--- src/hw/rtl/plob_pkg.sv ---
// types and constants shared by the order book front end, queue and matching back end
// no dependencies

package plob_pkg;

    localparam logic [1:0] OPC_ADD     = 2'd0;
    localparam logic [1:0] OPC_CANCEL  = 2'd1;
    localparam logic [1:0] OPC_CONSUME = 2'd2;

    localparam logic [1:0] KIND_ACK    = 2'd0;
    localparam logic [1:0] KIND_CANCEL = 2'd1;
    localparam logic [1:0] KIND_FILL   = 2'd2;
    localparam logic [1:0] KIND_DONE   = 2'd3;

    localparam int QDEPTH = 2;

    typedef struct packed {
        logic [1:0]  opcode;
        logic        side;
        logic [31:0] ord_id;
        logic [7:0]  price;
        logic [31:0] quantity;
    } t_cmd;

    typedef struct packed {
        logic [1:0]  kind;
        logic        ok;
        logic [31:0] buy_id;
        logic [31:0] sell_id;
        logic [7:0]  fill_price;
        logic [31:0] fill_quantity;
        logic [31:0] leftover;
        logic        lvl_empty;
        logic        last;
    } t_result;

    typedef enum logic [1:0] {
        JOB_ADD,
        JOB_CANCEL,
        JOB_CONSUME
    } t_job_op;

    typedef struct packed {
        t_job_op     op;
        logic        price_ok;
        logic        side;
        logic [31:0] ord_id;
        logic [7:0]  price;
        logic [31:0] quantity;
    } t_job;

    typedef enum logic [3:0] {
        B_CLEAR,
        B_IDLE,
        B_SRCH,
        B_ALLOC_RD,
        B_ADD_WR,
        B_REL_RD,
        B_REL_LV,
        B_REL_DO,
        B_C_HD,
        B_C_CHK,
        B_C_FILL
    } t_bstate;

endpackage

--- src/hw/rtl/plob_fifo.sv ---
// short job queue between front end and back end
// depends on plob_pkg

module plob_fifo import plob_pkg::*; (
    input  logic i_clk,
    input  logic i_rst_n,
    input  logic i_push,
    input  t_job i_job,
    input  logic i_pop,
    output logic o_full,
    output logic o_vld,
    output t_job o_job
);

    localparam int PW = $clog2(QDEPTH);

    t_job r_mem [QDEPTH];
    logic [PW-1:0] r_wp, r_rp;
    logic [PW:0]   r_cnt;

    assign o_full = (r_cnt == (PW+1)'(QDEPTH));
    assign o_vld  = (r_cnt != '0);
    assign o_job  = r_mem[r_rp];

    always_ff @(posedge i_clk) begin
        if (!i_rst_n) begin
            r_wp  <= '0;
            r_rp  <= '0;
            r_cnt <= '0;
        end else begin
            if (i_push) begin
                r_wp <= r_wp + 1'b1;
            end
            if (i_pop) begin
                r_rp <= r_rp + 1'b1;
            end
            if (i_push && !i_pop) begin
                r_cnt <= r_cnt + 1'b1;
            end else if (!i_push && i_pop) begin
                r_cnt <= r_cnt - 1'b1;
            end
        end
        if (i_push) begin
            r_mem[r_wp] <= i_job;
        end
    end

endmodule

--- config.mk ---
export PLATFORM = sky130hd
export DESIGN_NAME = plob_fifo
export DESIGN_NICKNAME = d
export VERILOG_FILES = /design/src/hw/rtl/plob_pkg.sv /design/src/hw/rtl/plob_fifo.sv
export SDC_FILE = /design/constraint.sdc
export NUM_CORES = 1
export LEC_CHECK = 0
export ABC_AREA = 1
export BUFFER_PORTS_ARGS = -buffer_cell sky130_fd_sc_hd__buf_2
export CAP_MARGIN = 20
export CELL_PAD_IN_SITES_DETAIL_PLACEMENT = 1
export CELL_PAD_IN_SITES_GLOBAL_PLACEMENT = 1
export CORE_MARGIN = 2
export CORE_UTILIZATION = 41
export CTS_BUF_LIST = sky130_fd_sc_hd__clkbuf_8
export DETAILED_ROUTE_END_ITERATION = 16
export HOLD_SLACK_MARGIN = 0.08
export PLACE_DENSITY_LB_ADDON = 0.1
export RECOVER_POWER = 100
export SETUP_SLACK_MARGIN = 0.15
export SYNTH_ARGS = -nofsm -noshare
export SYNTH_HDL_FRONTEND = slang
export SYNTH_SLANG_ARGS = --single-unit
--- constraint.sdc ---
create_clock -name i_clk -period 4.4 [get_ports i_clk]
set_clock_uncertainty 0.15 [all_clocks]
set_input_delay 0.44 -clock i_clk [delete_from_list [all_inputs] [get_ports i_clk]]
set_output_delay 0.44 -clock i_clk [all_outputs]
set_load 0.005 [all_outputs]
==> results by group, run 1 <==
Setup path
  – Reg-to-Reg Start: r_wp$_SDFFE_PN0P_
  – WP buf/inv: 2
  – FF-to-FF path depth: 4
  – Critical path's top delay family: buffers and inverters
  – Setup crit end kind: output pin
  – Req. time, crit path: between 3000 and 4000 ps
  – Crit Path Class: reg -> out
  – Critical Path Fanout Max: 34
  – CP peak stage delay: just under 900 ps
  – Critical Path AT: 2570 ps
  – Critical Path End: o_job[68]
  – Critical-path cell list: clkbuf_1 > mux2_1 > buf_2
  – Levels on crit path: 3
  – RR Endpoint: r_mem[1][53]$_DFFE_PP_
  – Slowest cell on crit path: clkbuf_1
  – R2R setup slack: 1600 ps
  – Worst setup SP type: register

Finish
  – Commonest non-fill, non-tap cell in the layout: edfxtp_1
  – Nets: 602
  – Most frequent cells in the layout: edfxtp_1, clkbuf_1, dlygate4sd3_1
  – Area Overhead vs Synth: 32.9%
  – Share of layout cells above drive strength 1: 0.266
  – Diode count: 0

Route
  – Max Used Layer: met4
  – Vias post-DR: 3255
  – Routed vias/inst: 4.56
  – Final wirelength: 11.7 mm
  – Detailed router's first-iteration violation count: between 150 and 200
  – DRC: 0
  – Wirelength per Cell: roughly 16 um
  – Antenna Violating Nets Remaining: 0
  – Drt pass-1 iters: 4
  – Met2 routed WL: 5.82 mm
  – Wl on met1: 4.85 mm
  – DR WL met3: 876 um

Power and ir drop
  – Reg power frac: 0.555
  – Clock power share: 0.350
  – Worst ir drop on vdd: 0.000200 V
  – Leak Pwr: 2.81 nW
  – Total power: roughly 0.0032 W
  – NetSw: about 0.00065 W
  – Logic pwr share: 0.095
  – P per Cell Area: between 400 and 500 mW/mm2
  – Sw Ratio: 0.206
  – Internal power: 0.00252 W

Clock network
  – Reg clk slew, reported paths: 80 ps
  – Cts bufs inserted: 17
  – Skew-Pair Late Insertion Delay: 440 ps
  – Root buffer cell: clkbuf_8
  – Cts-stage hold buffer count: 76
  – Post-CTS Resized: 0
  – CTS tree: done
  – CTS H-tree lvls: 4
  – # clock sinks: around 160
  – Postcts setup bufs: 0
  – Clock tree buffer depth: 2

Logic synthesis
  – Cell area after synthesis: 0.00587 mm2
  – Post-synth cell types: 15
  – Top cell type's share of synthesized area: 0.778
  – Synthesized area per cell: about 22 um2
  – Syn_nets: around 350
  – Warnings, synthesis: 0
  – Yosys reg bits: ~160
  – Synth top area cells: edfxtp_1, mux2_4, mux2_2
  – Sequential area share after synthesis: 0.795
  – Mapped Cells: 271
  – Dominant cell type by area after synthesis: edfxtp_1

Timing
  – Slew headroom: -0.504
  – Fmax: 316 MHz
  – Fin Setup TNS: 0 ps
  – Unrepaired setup endpoints after global routing: false
  – Final Hold Fails: 0
  – Worst-margin pin slew: about 2300 ps
  – Final setup fails: 0
  – Minimum clock period: 3160 ps
  – Period Utilization, post-route: 0.719
  – Slew Limit Fails: 78

Outcome
  – Failing checks: capacitance limit, slew limit
  – Status: finished with violations

Floorplan
  – Chip width: between 100 and 150 um
  – Die Area: 0.0153 mm2
  – IO Count: 158
  – Core Box Area: 0.0139 mm2
  – Initial Utilization: 0.421
  – Rows: 43
  – Die extent in y: 124 um

GRT
  – Tot GR Track Use: 0.161
  – Overflow left after global routing: 0
  – Initial antenna violation count: 0
  – First-pass GRT wire length: about 18 mm
  – Number of global-route vias before repair: 3567
  – Largest net degree at the start of global routing: 58

Place
  – GP Congestion: around 0.66
  – Detailed Place HPWL: about 7.3 mm
  – Count of input and output buffers: 157

Run
  – Max_cap viols: 2

Hold path
  – Hold Crit Class: in -> reg
-- area by class of cell --
| type | count | area [um2] |
|---|---|---|
| Clock buffer | 22 | 303 |
| Tap cell | 180 | 225 |
| Clock inverter | 10 | 121 |
| Inverter | 8 | 31.3 |
| Timing Repair Buffer | 239 | 1480 |
| Multi-Input combinational cell | 98 | 968 |
| Sequential cell | 157 | 4670 |
| Fill cell | 1365 | 6140 |
-- cells by family (layout without fill, tap and decap cells) --
logic type,Yosys count,count (layout),synth area share
multiplexers,76,76,0.172
buffers and inverters,16,279,0.0166
AND/OR/NAND/NOR,19,19,0.0128
flip-flops,157,157,0.795
AO/OA/AOI/OAI,2,2,0.00170
adder cells (fa/ha/maj),1,1,0.00213
-- metrics by stage --
step / util / area [um2] / hold WS (ps) / std cells / worst slack [ps]
4_1_cts: 0.577 / 8040 / 82.8 / 713 / 1520
5_1_grt: 0.559 / 7790 / 88.4 / 714 / 986
2_1_floorplan: - / 5870 / 313 / 271 / 1390
3_5_place_dp: 0.492 / 6860 / 348 / 605 / 1820
6_report: 0.559 / 7790 / 118 / 714 / 1240
3_3_place_gp: 0.492 / 6860 / 326 / 605 / 1840
-- cells in the mapped netlist --
cell type and count:
o21ai_0 1, mux2_2 36, nand4_1 1, ha_1 1, inv_1 8, buf_2 3, a21oi_1 1, buf_4 1
buf_6 4, dfxtp_1 5, mux2_4 40, nand3_1 1, nand2_1 9, nor2_1 8, edfxtp_1 152
-- registers in the layout, indices dropped and copies added (netlist names), named ones only --
signal,count
r_cnt,2
r_rp,1
r_mem,152
r_wp,1
-- power by group through the flow --
stage	Sequential, W	Combinational (W)	Clock (W)
floorplan	0.00178	0.000167	0
global placement	0.00179	0.000290	0
detailed placement	0.00179	0.000295	0
CTS	0.00176	0.000350	0.00115
global route	0.00177	0.000337	0.00120
finish	0.00176	0.000302	0.00111
-- worst min-delay path by stage --
stage | start | end | slack, ps | cells after the start
after floorplan | r_rp$_SDFFE_PN0P_ | register | 310 | 2
after global placement | r_rp$_SDFFE_PN0P_ | r_rp$_SDFFE_PN0P_ | 330 | 2
after detailed placement | r_rp$_SDFFE_PN0P_ | register | 350 | 2
after CTS | i_rst_n | r_cnt[1]$_SDFFE_PN0P_ | 80 | 3
after global routing | i_rst_n | r_cnt[1]$_SDFFE_PN0P_ | 90 | 3
final | i_rst_n | r_cnt[1]$_SDFFE_PN0P_ | 120 | 3
-- tightest hold or removal path: cells and delay by family --
| kind | cells | cell delay (ps) |
|---|---|---|
| buf+inv | 1 | 130 |
| simple gates | 2 | 90 |
-- routing by layer --
layer  GRT usage  vias up
li1            -     1544
met4      0.0625        0
met3      0.0696       13
met1       0.186     1587
met5           0        -
met2       0.265      111
Note: power is estimated with default switching activity, not from simulation.
==> run 2, diff against run 1 <==
--- a/config.mk
+++ b/config.mk
@@ -5,13 +5,13 @@
 export SDC_FILE = /design/constraint.sdc
 export NUM_CORES = 1
 export LEC_CHECK = 0
-export ABC_AREA = 1
+export ABC_AREA = 0
 export BUFFER_PORTS_ARGS = -buffer_cell sky130_fd_sc_hd__buf_2
 export CAP_MARGIN = 20
 export CELL_PAD_IN_SITES_DETAIL_PLACEMENT = 1
 export CELL_PAD_IN_SITES_GLOBAL_PLACEMENT = 1
 export CORE_MARGIN = 2
-export CORE_UTILIZATION = 41
+export CORE_UTILIZATION = 46
 export CTS_BUF_LIST = sky130_fd_sc_hd__clkbuf_8
 export DETAILED_ROUTE_END_ITERATION = 16
 export HOLD_SLACK_MARGIN = 0.08
==> constraint.sdc (replaced) <==
create_clock -name i_clk -period 2.95 [get_ports i_clk]
set_clock_uncertainty 0.15 [all_clocks]
set_input_delay 0.295 -clock i_clk [delete_from_list [all_inputs] [get_ports i_clk]]
set_output_delay 0.295 -clock i_clk [all_outputs]
set_load 0.005 [all_outputs]
==> results by group, run 2 <==
GRT
  – First-pass GRT wire length: 18.0 mm (was 17.9 mm)
  – Number of global-route vias before repair: 3532 (was 3567)
  – Initial antenna violation count: 0 (unchanged)
  – Met2 Use GR: 0.307 (was 0.265)
  – Largest net degree at the start of global routing: 78 (was 58)
  – Overflow left after global routing: 0 (unchanged)
  – GR Util met1: 0.213 (was 0.186)
  – Routing usage on met3: 0.0664 (was 0.0696)
  – Layer with the highest usage: met2 (unchanged)
  – Tot GR Track Use: 0.184 (was 0.161)

Route
  – DRC: 0 (unchanged)
  – Detailed router's first-iteration violation count: 144 (was 158)
  – Vias post-DR: 3259 (was 3255)
  – Drt pass-1 iters: 4 (unchanged)
  – Final wirelength: 12.2 mm (was 11.7 mm)
  – Routed vias/inst: 4.69 (was 4.56)
  – Antenna Violating Nets Remaining: 0 (unchanged)
  – Wirelength per Cell: 17.5 um (was 16.4 um)

Finish
  – # fillers: 1237 (was 1365)
  – Share of layout cells above drive strength 1: 0.268 (was 0.266)
  – Diode count: 0 (unchanged)
  – Non-Filler Cell Area, Final: 0.00773 mm2 (was 0.00779 mm2)
  – Most frequent cells in the layout: edfxtp_1, clkbuf_1, dlygate4sd3_1 (unchanged)
  – Biggest regs: r_mem x152, r_cnt x2 (unchanged)
  – Largest register FFs: 152 (unchanged)
  – Biggest register: r_mem (unchanged)
  – Commonest non-fill, non-tap cell in the layout: edfxtp_1 (unchanged)
  – Area Overhead vs Synth: 32.0% (was 32.9%)
  – Nets: 591 (was 602)
  – Core Util, Final: 0.618 (was 0.559)

Logic synthesis
  – Top_reg_cell synth: edfxtp_1 (unchanged)
  – Cell area after synthesis: 0.00586 mm2 (was 0.00587 mm2)
  – Syn_nets: 339 (was 352)
  – Leading post-synthesis cells by instance count: edfxtp_1, mux2_4, mux2_2 (unchanged)
  – Sequential area share after synthesis: 0.796 (was 0.795)
  – Warnings, synthesis: 0 (unchanged)
  – Top cell type's share of synthesized area: 0.779 (was 0.778)
  – Number of synthesized flops with an enable pin: 152 (unchanged)
  – Synth top area cells: edfxtp_1, mux2_4, mux2_2 (unchanged)
  – Yosys reg bits: 157 (unchanged)
  – Most common cell in the synthesized netlist: edfxtp_1 (unchanged)
  – Mapped Cells: 258 (was 271)
  – Async set-reset flop share out of synthesis: 0 (unchanged)
  – Synthesized area per cell: 22.7 um2 (was 21.6 um2)
  – Dominant cell type by area after synthesis: edfxtp_1 (unchanged)
  – Post-synth cell types: 18 (was 15)

Clock network
  – CTS H-tree lvls: 4 (unchanged)
  – Reg clk slew, reported paths: 70 ps (was 80 ps)
  – Postcts setup bufs: 0 (unchanged)
  – Skew-Pair Late Insertion Delay: 430 ps (was 440 ps)
  – Root buffer cell: clkbuf_8 (unchanged)
  – Cts bufs inserted: 17 (unchanged)
  – CTS tree: done (unchanged)
  – Post-CTS Resized: 0 (unchanged)
  – # clock sinks: 157 (unchanged)
  – Clock tree buffer depth: 2 (unchanged)
  – Cts-stage hold buffer count: 80 (was 76)

Hold path
  – Origin of the worst min-delay path: r_cnt[1]$_SDFFE_PN0P_ (was i_rst_n)
  – Hold Crit Class: reg -> reg (was in -> reg)

Setup path
  – Reg-to-Reg Start: r_wp$_SDFFE_PN0P_ (unchanged)
  – Slowest cell on crit path: dfxtp_4 (was clkbuf_1)
  – Worst setup SP type: register (unchanged)
  – Crit Path Class: reg -> out (unchanged)
  – Req. time, crit path: 2510 ps (was 3810 ps)
  – Setup crit end kind: output pin (unchanged)
  – Critical Path Fanout Max: 31 (was 34)
  – CP peak stage delay: 640 ps (was 880 ps)
  – Critical-path cell list: clkbuf_2 > mux2_1 > buf_2 (was clkbuf_1 > mux2_1 > buf_2)
  – Critical Path AT: 2010 ps (was 2570 ps)

Timing
  – Period Utilization, post-route: 0.832
  – Unrepaired setup endpoints after global routing: false (unchanged)
  – Hold_ws: 386 ps (was 118 ps)
  – Slew headroom: 0.253 (was -0.504)
  – Minimum clock period: 2450 ps
  – Slew Limit Fails: 0 (was 78)
  – Fin Setup TNS: 0 ps (unchanged)
  – Final Hold Fails: 0 (unchanged)
  – Worst-margin pin slew: 1120 ps (was 2260 ps)
  – Final setup fails: 0 (unchanged)
  – Fmax: 407 MHz

Power and ir drop
  – Leak Pwr: 2.75 nW (was 2.81 nW)
  – P per Cell Area: 576 mW/mm2 (was 407 mW/mm2)
  – Worst ir drop on vdd: 0.000300 V (was 0.000200 V)

Floorplan
  – Die extent in y: 117 um (was 124 um)
  – Chip width: 117 um (was 124 um)
  – Die Area: 0.0137 mm2 (was 0.0153 mm2)
  – Core Box Area: 0.0125 mm2 (was 0.0139 mm2)
  – Initial Utilization: 0.468 (was 0.421)
  – Rows: 41 (was 43)
  – IO Count: 158 (unchanged)

Place
  – GP Congestion: 0.671 (was 0.664)
  – Detailed Place HPWL: 7.17 mm (was 7.27 mm)
  – Count of input and output buffers: 157 (unchanged)
  – Post-DP Area: 0.00687 mm2 (was 0.00686 mm2)

Outcome
  – Status: completed (was finished with violations)

Run
  – Max_cap viols: 0 (was 2)
-- run 2: cell count changes in the layout (fill, tap and decap cells not counted), moves of 4 or more --
| cell | change |
|---|---|
| nor2_1 | -8 |
| clkbuf_1 | -9 |
| nand2_1 | -9 |
| clkinv_1 | +9 |
| dlygate4sd3_1 | +4 |
| inv_1 | -7 |
| clkbuf_8 | -5 |
-- run 2: path summary, 6_finish.rpt --
path,endpoint,slack [ps],cells past startpoint
max,o_job[62],500,3
min,r_cnt[1]$_SDFFE_PN0P_,390,2
max reg2reg,r_mem[0][50]$_DFFE_PP_,1010,2
min reg2reg,r_cnt[1]$_SDFFE_PN0P_,390,2
-- run 2: power by group --
part           internal [W]  switching, W
registers           0.00258     0.0000470
clock network      0.000629      0.000700
logic              0.000275      0.000229
total               0.00348      0.000976
-- run 2: per-layer routing --
layer  share of wire  vias up
met3           0.068       17
met2            0.52      119
met4           0.020        0
met1            0.39     1602
li1                -     1521
met5               0        -
-- run 2: area by class of cell --
| type | instances | area (um2) | area share |
|---|---|---|---|
| flip-flops and latches | 157 | 4670 | 0.604 |
| repair buffers | 241 | 1540 | 0.199 |
| multi-input cells | 92 | 987 | 0.128 |
| clock buffers | 17 | 234 | 0.0303 |
| well taps | 172 | 215 | 0.0278 |
| clock inverters | 15 | 88.8 | 0.0115 |
| inverters | 1 | 3.75 | 0.000485 |
-- run 2: logic make-up (layout without fill, tap and decap cells) --
logic type,Yosys count,after routing,share of synthesized area
AO/OA/AOI/OAI,3,3,0.00342
XOR/XNOR,3,3,0.00449
adder cells (fa/ha/maj),1,1,0.00214
buffers and inverters,9,274,0.0122
flip-flops,157,157,0.796
multiplexers,76,76,0.172
AND/OR/NAND/NOR,9,9,0.00961
-- run 2: critical path: cells and delay by family, from the launching register on --
family | cells | cell delay, ps
buf+inv | 2 | 540
flops | 1 | 640
mux | 1 | 390
-- run 2: per-stage QoR --
| stage | std cells | setup WS (ps) | power, W |
|---|---|---|---|
| 4_1_cts | 695 | 492 | 0.00458 |
| 3_3_place_gp | 583 | 997 | 0.00315 |
| 6_report | 695 | 496 | 0.00446 |
| 5_1_grt | 695 | 352 | 0.00465 |
| 3_5_place_dp | 583 | 993 | 0.00317 |
| 2_1_floorplan | 258 | 197 | 0.00294 |
