$ cat src/hw/rtl/plob_pkg.sv
// types and constants shared by the order book front end, queue and matching back end
// no dependencies

package plob_pkg;

    localparam logic [1:0] OPC_ADD     = 2'd0;
    localparam logic [1:0] OPC_CANCEL  = 2'd1;
    localparam logic [1:0] OPC_CONSUME = 2'd2;

    localparam logic [1:0] KIND_ACK    = 2'd0;
    localparam logic [1:0] KIND_CANCEL = 2'd1;
    localparam logic [1:0] KIND_FILL   = 2'd2;
    localparam logic [1:0] KIND_DONE   = 2'd3;

    localparam int QDEPTH = 2;

    typedef struct packed {
        logic [1:0]  opcode;
        logic        side;
        logic [31:0] ord_id;
        logic [7:0]  price;
        logic [31:0] quantity;
    } t_cmd;

    typedef struct packed {
        logic [1:0]  kind;
        logic        ok;
        logic [31:0] buy_id;
        logic [31:0] sell_id;
        logic [7:0]  fill_price;
        logic [31:0] fill_quantity;
        logic [31:0] leftover;
        logic        lvl_empty;
        logic        last;
    } t_result;

    typedef enum logic [1:0] {
        JOB_ADD,
        JOB_CANCEL,
        JOB_CONSUME
    } t_job_op;

    typedef struct packed {
        t_job_op     op;
        logic        price_ok;
        logic        side;
        logic [31:0] ord_id;
        logic [7:0]  price;
        logic [31:0] quantity;
    } t_job;

    typedef enum logic [3:0] {
        B_CLEAR,
        B_IDLE,
        B_SRCH,
        B_ALLOC_RD,
        B_ADD_WR,
        B_REL_RD,
        B_REL_LV,
        B_REL_DO,
        B_C_HD,
        B_C_CHK,
        B_C_FILL
    } t_bstate;

endpackage

$ cat src/hw/rtl/plob_front.sv
// command front end: takes a command beat, classifies it and hands it to the job queue
// depends on plob_pkg

module plob_front import plob_pkg::*; #(
    parameter int PRICE_TICKS = 256
) (
    input  logic i_clk,
    input  logic i_rst_n,
    input  logic start,
    output logic busy,
    input  t_cmd i_cmd,
    input  logic i_full,
    output logic o_push,
    output t_job o_job
);

    logic r_vld, n_vld;
    t_job r_job, n_job;
    logic acc;

    assign busy   = r_vld & i_full;
    assign acc    = start & ~busy;
    assign o_push = r_vld & ~i_full;
    assign o_job  = r_job;

    always_comb begin
        n_vld = r_vld & ~o_push;
        n_job = r_job;
        if (acc) begin
            n_job.price_ok = (32'(i_cmd.price) < 32'(PRICE_TICKS));
            n_job.side     = i_cmd.side;
            n_job.ord_id   = i_cmd.ord_id;
            n_job.price    = i_cmd.price;
            n_job.quantity = i_cmd.quantity;
            n_job.op       = JOB_ADD;
            // unknown opcodes are dropped here
            unique case (i_cmd.opcode)
                OPC_ADD: begin
                    n_job.op = JOB_ADD;
                    n_vld    = 1'b1;
                end
                OPC_CANCEL: begin
                    n_job.op = JOB_CANCEL;
                    n_vld    = 1'b1;
                end
                OPC_CONSUME: begin
                    n_job.op = JOB_CONSUME;
                    n_vld    = 1'b1;
                end
                default: begin
                end
            endcase
        end
    end

    always_ff @(posedge i_clk) begin
        if (!i_rst_n) begin
            r_vld <= 1'b0;
        end else begin
            r_vld <= n_vld;
        end
        r_job <= n_job;
    end

endmodule

$ cat config.mk
export PLATFORM = sky130hd
export DESIGN_NAME = plob_front
export DESIGN_NICKNAME = d
export VERILOG_FILES = /design/src/hw/rtl/plob_pkg.sv /design/src/hw/rtl/plob_front.sv
export SDC_FILE = /design/constraint.sdc
export NUM_CORES = 1
export LEC_CHECK = 0
export BUFFER_PORTS_ARGS = -buffer_cell sky130_fd_sc_hd__buf_2
export CAP_MARGIN = 20
export CORE_ASPECT_RATIO = 1.1
export CORE_MARGIN = 2
export CORE_UTILIZATION = 37
export CTS_CLUSTER_DIAMETER = 30
export CTS_CLUSTER_SIZE = 20
export DETAILED_ROUTE_END_ITERATION = 10
export GPL_ROUTABILITY_DRIVEN = 1
export PLACE_DENSITY = 0.72
export RECOVER_POWER = 50
export REMOVE_ABC_BUFFERS = 1
export SYNTH_ARGS = -nofsm -noshare
export SYNTH_HDL_FRONTEND = slang
export SYNTH_SLANG_ARGS = --single-unit
$ cat constraint.sdc
create_clock -name i_clk -period 3.97 [get_ports i_clk]
set_input_delay 0.1985 -clock i_clk [delete_from_list [all_inputs] [get_ports i_clk]]
set_output_delay 0.1985 -clock i_clk [all_outputs]
set_load 0.01 [all_outputs]
==> flow_summary_export.csv, run 1 <==
group,metric,value,unit
sta,max_clock_freq,0.517,GHz
logic_synthesis,synth_warnings,0,
placed_design,port_buffers,155,
critical_path,crit_buf_inv,1,
logic_synthesis,syn_inst,85,
cells_and_area,final_util,55.7,%
routing,drt-initial-drc-count,44,
sta,rsz0062_at_grt,"no",
critical_path,crit_path_start_kind,"register",
power_and_ir_drop,powerDensity,515,nW/um^2
hold_path,min_path_type,"in2reg",
critical_path,required,3990,ps
grt,grt_pass1_vias,1537,
cells_and_area,postLayoutCellArea,3410,sq um
grt,gr-total-overflow,0,
routing,via_per_inst,4.22,
sta,min_period,1940,ps
power_and_ir_drop,ir_worst_vdd,290,uV
cells_and_area,final_nets,330,
logic_synthesis,yosys.cell_types.count,9,
grt,grt_max_degree,43,
cells_and_area,area_growth,46.1,%
grt,grt_pass1_wl,7.14,mm
routing,wl,5.10,mm
logic_synthesis,synth-seq-cells,76,
die,die_area,6960,sq um
clocking,cts-buffers-inserted,9,
cells_and_area,insertedDiodeCount,0,
die,die_y,87.3,um
clocking,cts_sinks,76,
logic_synthesis,netlist.area_leader.share,96.5,%
placed_design,gp_congestion,0.674,
logic_synthesis,synth_area,2330,sq um
clocking,cts_tree,"done",
die,pin_count,157,
power_and_ir_drop,p_leak,1.39,nW
cells_and_area,multi_input_area,58.8,sq um
logic_synthesis,ys_top_cells_by_area,"edfxtp_1 (97%), dfxtp_1 (0.86%), nor2b_1 (0.80%)",
sta,worstMarginPinSlew,968,ps
sta,hold-worst-slack,35.2,ps
clocking,clockRootBuffer,"clkbuf_8",
sta,drv_slew,0,
sta,finalHoldViolCount,0,
routing,ant_nets,0,
die,start_util,38.1,%
outcome,status,"finished clean",
sta,setup_viol,0,
critical_path,cp_max_fo,42,
grt,grt_use_total,14.7,%
sta,max-slew-margin-rel,35.3,%
critical_path,crit_arrival,1960,ps
clocking,cts.clk_slew.worst_paths,70,ps
grt,antenna_found_initial,1,
routing,drc_errors,0,
sta,period_share,48.7,%
sta,clock_skew,4.67,ps
placed_design,place_area,3230,sq um
clocking,ctsHoldBuffers,0,
routing,vias,1418,
critical_path,path_cells,"and2_0 > nor2b_4 > buf_12",
clocking,cts_setup_buffers,0,
die,num_rows,30,
critical_path,max_stage_delay,780,ps
clocking,clockBufferDepth,2,
critical_path,worstSetupPathType,"reg2reg",
routing,firstDrtPassIters,4,
critical_path,crit_slowest_cell,"nor2b_4",
cells_and_area,fin_cells,336,
die,core-area,6120,sq um
logic_synthesis,synth.avg_cell_area,27.5,sq um
cells_and_area,seqCellArea,2270,sq um
critical_path,cp_top_family,"simple AND/OR/NAND/NOR gates",
clocking,clkLatencyLatePin,330,ps
cells_and_area,nFillCells,522,
critical_path,rrSetupSlack,2030,ps
clocking,cts_resized,0,
power_and_ir_drop,fin_total_pwr,1.75,mW
critical_path,crit_path_end_kind,"register",
logic_synthesis,synth.largest_area_cell,"edfxtp_1",
placed_design,dpl.cell_count,320,
routing,wl_per_cell,15.2,um
flow_run,cap_violations,0,
logic_synthesis,ys_seq_area_share,97.4,%
cells_and_area,layout-drive-gt1-share,51.2,%
die,die_w,79.7,um
clocking,ctsHtreeMaxLevel,3,
cells in the final DEF, fill, tap and decap left out, drive strengths merged:
cell / netlist / final
edfxtp: 75 / 75
conb: 1 / 1
and2: 1 / 1
a21boi: 1 / 1
nor2b: 3 / 3
buf: 1 / 116
clkbuf: 0 / 51
o21a: 1 / 1
bufinv: 0 / 3
clkinv: 0 / 2
and2b: 1 / 1
dfxtp: 1 / 1
sequential cells by signal, summed over array words and instances (netlist names):
register / cells
r_vld: 1
o_job: 75
path summary, 6_finish.rpt:
| kind | startpoint | to | cells after the start |
|---|---|---|---|
| hold reg to reg | r_vld | r_vld | 2 |
| setup reg to reg | r_vld | o_job[37] | 3 |
| hold / removal | i_cmd[32] | o_job[32] | 1 |
| setup / recovery | r_vld | o_job[37] | 3 |
metrics by stage:
step	setup slack, ps	setup TNS [ps]
2_1_floorplan	-319	-23920
3_3_place_gp	2120	0
3_5_place_dp	2080	0
4_1_cts	2100	0
5_1_grt	1910	0
6_report	2030	0
cells in the mapped netlist:
| master | count |
|---|---|
| and2_4 | 1 |
| a21boi_0 | 1 |
| dfxtp_1 | 1 |
| conb_1 | 1 |
| nor2b_1 | 3 |
| buf_4 | 1 |
| edfxtp_1 | 75 |
| and2b_1 | 1 |
| o21a_1 | 1 |
layout make-up:
cell class                 instances  area share [%]
multi-input combinational          8            1.73
clock inverter                     5            2.94
timing repair buffer             156            21.9
sequential                        76            66.7
clock buffer                      11            3.85
tap                               80            2.94
power breakdown:
group	total (mW)	switching (mW)	internal (mW)
Sequential	0.950	0.0117	0.938
Clock	0.677	0.261	0.416
Combinational	0.128	0.0730	0.0546
Total	1.75	0.346	1.41
cells by family after synthesis:
group | share of synthesized area, %
and+or+nand+nor | 1.50
AOI/OAI and AO/OA | 0.644
buffers and inverters | 0.322
other | 0.161
DFF | 97.4
per-layer routing:
metal | global-route usage (%) | vias up | wire [um] | share of wire (%)
li1 | - | 664 | - | -
met1 | 13.9 | 656 | 1700 | 33
met2 | 25.3 | 87 | 2720 | 53
met3 | 8.09 | 9 | 590 | 12
met4 | 7.52 | 2 | 80 | 1.6
met5 | 0 | - | 13 | 0.26
Power figures use the tool's default switching activity.
==> run 2, diff against run 1 <==
--- a/config.mk
+++ b/config.mk
@@ -9,12 +9,12 @@
 export CAP_MARGIN = 20
 export CORE_ASPECT_RATIO = 1.1
 export CORE_MARGIN = 2
-export CORE_UTILIZATION = 37
+export CORE_UTILIZATION = 41
 export CTS_CLUSTER_DIAMETER = 30
 export CTS_CLUSTER_SIZE = 20
 export DETAILED_ROUTE_END_ITERATION = 10
 export GPL_ROUTABILITY_DRIVEN = 1
-export PLACE_DENSITY = 0.72
+export PLACE_DENSITY = 0.76
 export RECOVER_POWER = 50
 export REMOVE_ABC_BUFFERS = 1
 export SYNTH_ARGS = -nofsm -noshare
==> constraint.sdc (replaced) <==
create_clock -name i_clk -period 1.95 [get_ports i_clk]
set_input_delay 0.0975 -clock i_clk [delete_from_list [all_inputs] [get_ports i_clk]]
set_output_delay 0.0975 -clock i_clk [all_outputs]
set_load 0.01 [all_outputs]
==> flow_summary_export.csv, run 2 (synthesis gave the netlist of run 1 again) <==
group,metric,value,unit
sta,fin_tns_setup,0,ps
sta,finalHoldViolCount,0,
cells_and_area,multi_input_area,58.8,sq um
power_and_ir_drop,internal-power,2.69,mW
power_and_ir_drop,power_frac_seq,56.6,%
hold_path,min_path_type,"in2reg",
cells_and_area,layout-drive-gt1-share,35.9,%
placed_design,port_buffers,155,
clocking,cts_setup_buffers,0,
critical_path,crit_path_start_kind,"register",
cells_and_area,seqCellArea,2270,sq um
cells_and_area,insertedDiodeCount,0,
routing,via_per_inst,4.30,
sta,rsz0062_at_grt,"no",
cells_and_area,final_common_cell,"buf_2",
outcome,status,"finished clean",
critical_path,required,1940,ps
placed_design,place_area,3220,sq um
clocking,ctsHtreeMaxLevel,3,
power_and_ir_drop,p_leak,1.65,nW
sta,period_share,71.8,%
grt,grt_use_total,22.4,%
clocking,clkLatencyLatePin,340,ps
die,die_w,75.9,um
cells_and_area,final_cell_mix,"buf_2 (104), edfxtp_1 (75), dlygate4sd3_1 (74), clkbuf_1 (51), clkbuf_8 (9)",
critical_path,cp_top_family,"simple AND/OR/NAND/NOR gates",
routing,wl,6.81,mm
critical_path,crit_buf_inv,1,
grt,antenna_found_initial,0,
power_and_ir_drop,clockPowerShare,32.0,%
sta,drv_slew,0,
routing,ant_nets,0,
power_and_ir_drop,ir_worst_vdd,546,uV
cells_and_area,fin_cells,404,
routing,wl_per_cell,16.9,um
power_and_ir_drop,sw_frac_of_total,21.4,%
flow_run,cap_violations,0,
clocking,ctsHoldBuffers,74,
power_and_ir_drop,powerDensity,841,nW/um^2
clocking,cts_tree,"done",
critical_path,r2r-start,"r_vld",
clocking,clockBufferDepth,2,
hold_path,holdPathStages,2,
clocking,cts_resized,0,
die,die_y,83.1,um
die,start_util,43.0,%
hold_path,hold_start,"i_cmd[73]",
grt,gr-total-overflow,0,
sta,setup_viol,0,
placed_design,dpl.hpwl,3.41,mm
hold_path,whs_endpoint,"o_job[75]",
routing,drc_errors,0,
sta,clock_skew,13.5,ps
sta,max_clock_freq,0.714,GHz
cells_and_area,area_growth,74.5,%
die,num_rows,28,
critical_path,timing.rr.end,"o_job[4]",
grt,grt_pass1_wl,10.3,mm
cells_and_area,largest_reg_flops,75,
grt,grt_pass1_vias,2019,
clocking,cts_sinks,76,
cells_and_area,postLayoutCellArea,4070,sq um
grt,grt_max_degree,76,
power_and_ir_drop,p_switching,0.734,mW
critical_path,crit_path_end_kind,"register",
die,die_area,6310,sq um
die,core-area,5430,sq um
power_and_ir_drop,combPwrFrac,11.4,%
critical_path,path_cells,"and2_0 > nor2b_4 > buf_12",
clocking,cts-buffers-inserted,9,
routing,vias,1737,
critical_path,worstSetupPathType,"reg2reg",
critical_path,worst-r2r-cell-count,3,
routing,firstDrtPassIters,4,
cells_and_area,nFillCells,365,
cells_and_area,final_nets,404,
placed_design,gp_congestion,0.726,
critical_path,cp_max_fo,75,
critical_path,crit_slowest_cell,"buf_12",
sta,fin_ws,549,ps
critical_path,rrSetupSlack,550,ps
placed_design,post-place-ws,681,ps
clocking,cts.clk_slew.worst_paths,70,ps
clocking,clockRootBuffer,"clkbuf_8",
critical_path,crit_arrival,1390,ps
routing,drt-initial-drc-count,91,
placed_design,dpl.cell_count,315,
cells_and_area,final_util,75.0,%
sta,min_period,1400,ps
critical_path,max_stage_delay,330,ps
die,pin_count,157,
run 2: per-stage QoR:
| step | total power, mW | hold WS [ps] |
|---|---|---|
| 6_report | 3.42 | 120 |
| 5_1_grt | 3.53 | 127 |
| 3_5_place_dp | 2.24 | 276 |
| 3_3_place_gp | 2.23 | 274 |
| 4_1_cts | 3.42 | 43.5 |
| 2_1_floorplan | 2.07 | 196 |
run 2: layout make-up:
cell class / instances / share of cell area [%]
well taps: 75 / 2.30
multi-input cells: 8 / 1.44
clock buffers: 11 / 3.23
clock inverters: 4 / 1.01
flip-flops and latches: 76 / 55.8
repair buffers: 230 / 36.2
run 2: worst register-to-register path, cell delays in order, from the launching register on:
cell and delay [ps]:
dfxtp_1 310, and2_0 210, nor2b_4 160, buf_12 330
run 2: how the worst max path moves through the flow:
stage / to / cells after the start / startpoint / slack [ps]
CTS: o_job[32] / 3 / r_vld / 660
global route: o_job[32] / 3 / r_vld / 480
floorplan: o_job[0] / 2 / r_vld / -2340
detailed placement: o_job[72] / 3 / r_vld / 680
finish: o_job[4] / 3 / r_vld / 550
global placement: o_job[21] / 3 / r_vld / 700
run 2: power groups by stage:
stage          registers, mW  logic [mW]  clock network [mW]
5_1_grt                 1.95       0.416                1.17
3_5_place_dp            1.97       0.276                   0
2_1_floorplan           2.03      0.0360                   0
6_report                1.94       0.390                1.10
4_1_cts                 1.93       0.391                1.09
3_3_place_gp            1.96       0.269                   0
run 2: per-layer routing:
metal / track usage (%) / share of wire (%)
met1: 21.8 / 34
met5: 0 / 0
met3: 7.50 / 7.9
met4: 12.1 / 2.5
met2: 41.4 / 55
==> run 3, diff against run 2 <==
--- a/config.mk
+++ b/config.mk
@@ -9,12 +9,12 @@
 export CAP_MARGIN = 20
 export CORE_ASPECT_RATIO = 1.1
 export CORE_MARGIN = 2
-export CORE_UTILIZATION = 41
+export CORE_UTILIZATION = 37
 export CTS_CLUSTER_DIAMETER = 30
 export CTS_CLUSTER_SIZE = 20
 export DETAILED_ROUTE_END_ITERATION = 10
 export GPL_ROUTABILITY_DRIVEN = 1
-export PLACE_DENSITY = 0.76
+export PLACE_DENSITY = 0.72
 export RECOVER_POWER = 50
 export REMOVE_ABC_BUFFERS = 1
 export SYNTH_ARGS = -nofsm -noshare
==> constraint.sdc (replaced) <==
create_clock -name i_clk -period 1.2 [get_ports i_clk]
set_input_delay 0.06 -clock i_clk [delete_from_list [all_inputs] [get_ports i_clk]]
set_output_delay 0.06 -clock i_clk [all_outputs]
set_load 0.01 [all_outputs]
==> flow_summary_export.csv, run 3 (synthesis gave the netlist of run 1 again) <==
group,metric,value,unit
power_and_ir_drop,ir_worst_vdd,944,uV
cells_and_area,area_growth,79.5,%
flow_run,cap_violations,0,
power_and_ir_drop,fin_total_pwr,5.82,mW
placed_design,dpl.hpwl,3.73,mm
cells_and_area,postLayoutCellArea,4190,sq um
cells_and_area,final_util,68.5,%
critical_path,crit_arrival,1230,ps
cells_and_area,fin_cells,413,
power_and_ir_drop,clockPowerShare,34.7,%
grt,antenna_found_initial,1,
grt,grt_use_total,20.0,%
sta,hold-worst-slack,57.8,ps
critical_path,worstSetupPathType,"reg2reg",
routing,firstDrtPassIters,4,
outcome,violations,"setup timing",
sta,fin_tns_setup,-215,ps
placed_design,dpl.cell_count,322,
routing,wl,6.77,mm
routing,drt-initial-drc-count,73,
power_and_ir_drop,sw_frac_of_total,20.7,%
routing,ant_nets,0,
die,die_area,6960,sq um
die,pin_count,157,
power_and_ir_drop,internal-power,4.62,mW
critical_path,crit_path_end_kind,"register",
cells_and_area,final_common_cell,"buf_2",
clocking,ctsHtreeMaxLevel,3,
outcome,status,"finished, violations left",
sta,setup_viol,34,
sta,period_share,101,%
grt,gr-total-overflow,0,
cells_and_area,largest_reg_flops,75,
die,die_y,87.3,um
power_and_ir_drop,powerDensity,1390,nW/um^2
die,num_rows,30,
routing,drc_errors,0,
placed_design,port_buffers,155,
clocking,cts-buffers-inserted,9,
sta,fin_ws,-12.5,ps
sta,rsz0062_at_grt,"yes",
clocking,clockRootBuffer,"clkbuf_8",
power_and_ir_drop,power_frac_seq,54.0,%
placed_design,post-place-ws,8.74,ps
die,core-area,6120,sq um
placed_design,place_area,3240,sq um
clocking,cts_setup_buffers,0,
critical_path,rrSetupSlack,-10,ps
clocking,clkLatencyLatePin,330,ps
clocking,cts_sinks,76,
grt,grt_max_degree,45,
grt,grt_pass1_wl,9.72,mm
placed_design,gp_congestion,0.694,
critical_path,cp_max_fo,44,
cells_and_area,nFillCells,388,
power_and_ir_drop,p_switching,1.21,mW
clocking,cts.clk_slew.worst_paths,70,ps
sta,min_period,1210,ps
cells_and_area,layout-drive-gt1-share,50.6,%
sta,finalHoldViolCount,0,
sta,max_clock_freq,0.825,GHz
cells_and_area,final_cell_mix,"buf_2 (149), edfxtp_1 (75), dlygate4sd3_1 (74), clkbuf_8 (9), clkbuf_1 (6)",
sta,clock_skew,5.74,ps
clocking,clockBufferDepth,2,
sta,drv_slew,0,
cells_and_area,final_nets,406,
die,start_util,38.1,%
critical_path,required,1220,ps
routing,via_per_inst,4.29,
grt,grt_pass1_vias,1951,
die,die_w,79.7,um
clocking,cts_tree,"done",
routing,wl_per_cell,16.4,um
power_and_ir_drop,combPwrFrac,11.3,%
hold_path,min_path_type,"in2reg",
routing,vias,1773,
critical_path,crit_path_start_kind,"register",
power_and_ir_drop,p_leak,1.79,nW
==> run 3: cell types whose count changed in the layout (fill, tap and decap cells not counted), sizes merged <==
cell	previous run	this run
buf	105	152
clkinvlp	0	1
diode	0	1
bufinv	1	2
clkbuf	62	16
==> run 3: cell type report <==
class	count	area [sq um]	area share, %
diodes	1	2.50	0.0597
well taps	80	100	2.39
repair buffers	232	1550	36.9
flip-flops and latches	76	2270	54.3
clock buffers	10	128	3.05
multi-input cells	8	61.3	1.46
clock inverters	6	78.8	1.88
==> run 3: worst paths after layout <==
| path | from | endpoint | depth (start not counted) |
|---|---|---|---|
| setup / recovery | r_vld | o_job[55] | 3 |
| hold / removal | i_cmd[73] | o_job[75] | 2 |
| setup reg to reg | r_vld | o_job[55] | 3 |
| hold reg to reg | r_vld | r_vld | 2 |
==> run 3: critical path: stages (launching register included) <==
cell and delay (ps):
dfxtp_2 320, and2_4 140, nor2b_4 160, buf_12 250
==> run 3: metal layers <==
layer / part of all wire [%] / routed length [um] / GRT usage [%]
met3: 10 / 696 / 9.44
met4: 1.5 / 101 / 9.25
met1: 34 / 2330 / 20.3
met2: 54 / 3640 / 34.6
met5: 0 / 0 / 0
==> run 3: repair_timing <==
item	4_1_cts	5_1_grt
setup endpoints to repair	4	62
hold endpoints to repair	74	0
hold buffers	74	0
gates resized for setup	0	1
==> run 3: power by group through the flow <==
stage / sequential, mW / clock (mW) / combinational [mW]
2_1_floorplan: 3.30 / 0 / 0.0585
3_3_place_gp: 3.19 / 0 / 0.450
3_5_place_dp: 3.20 / 0 / 0.460
4_1_cts: 3.14 / 2.06 / 0.644
5_1_grt: 3.16 / 2.18 / 0.702
6_report: 3.15 / 2.02 / 0.659
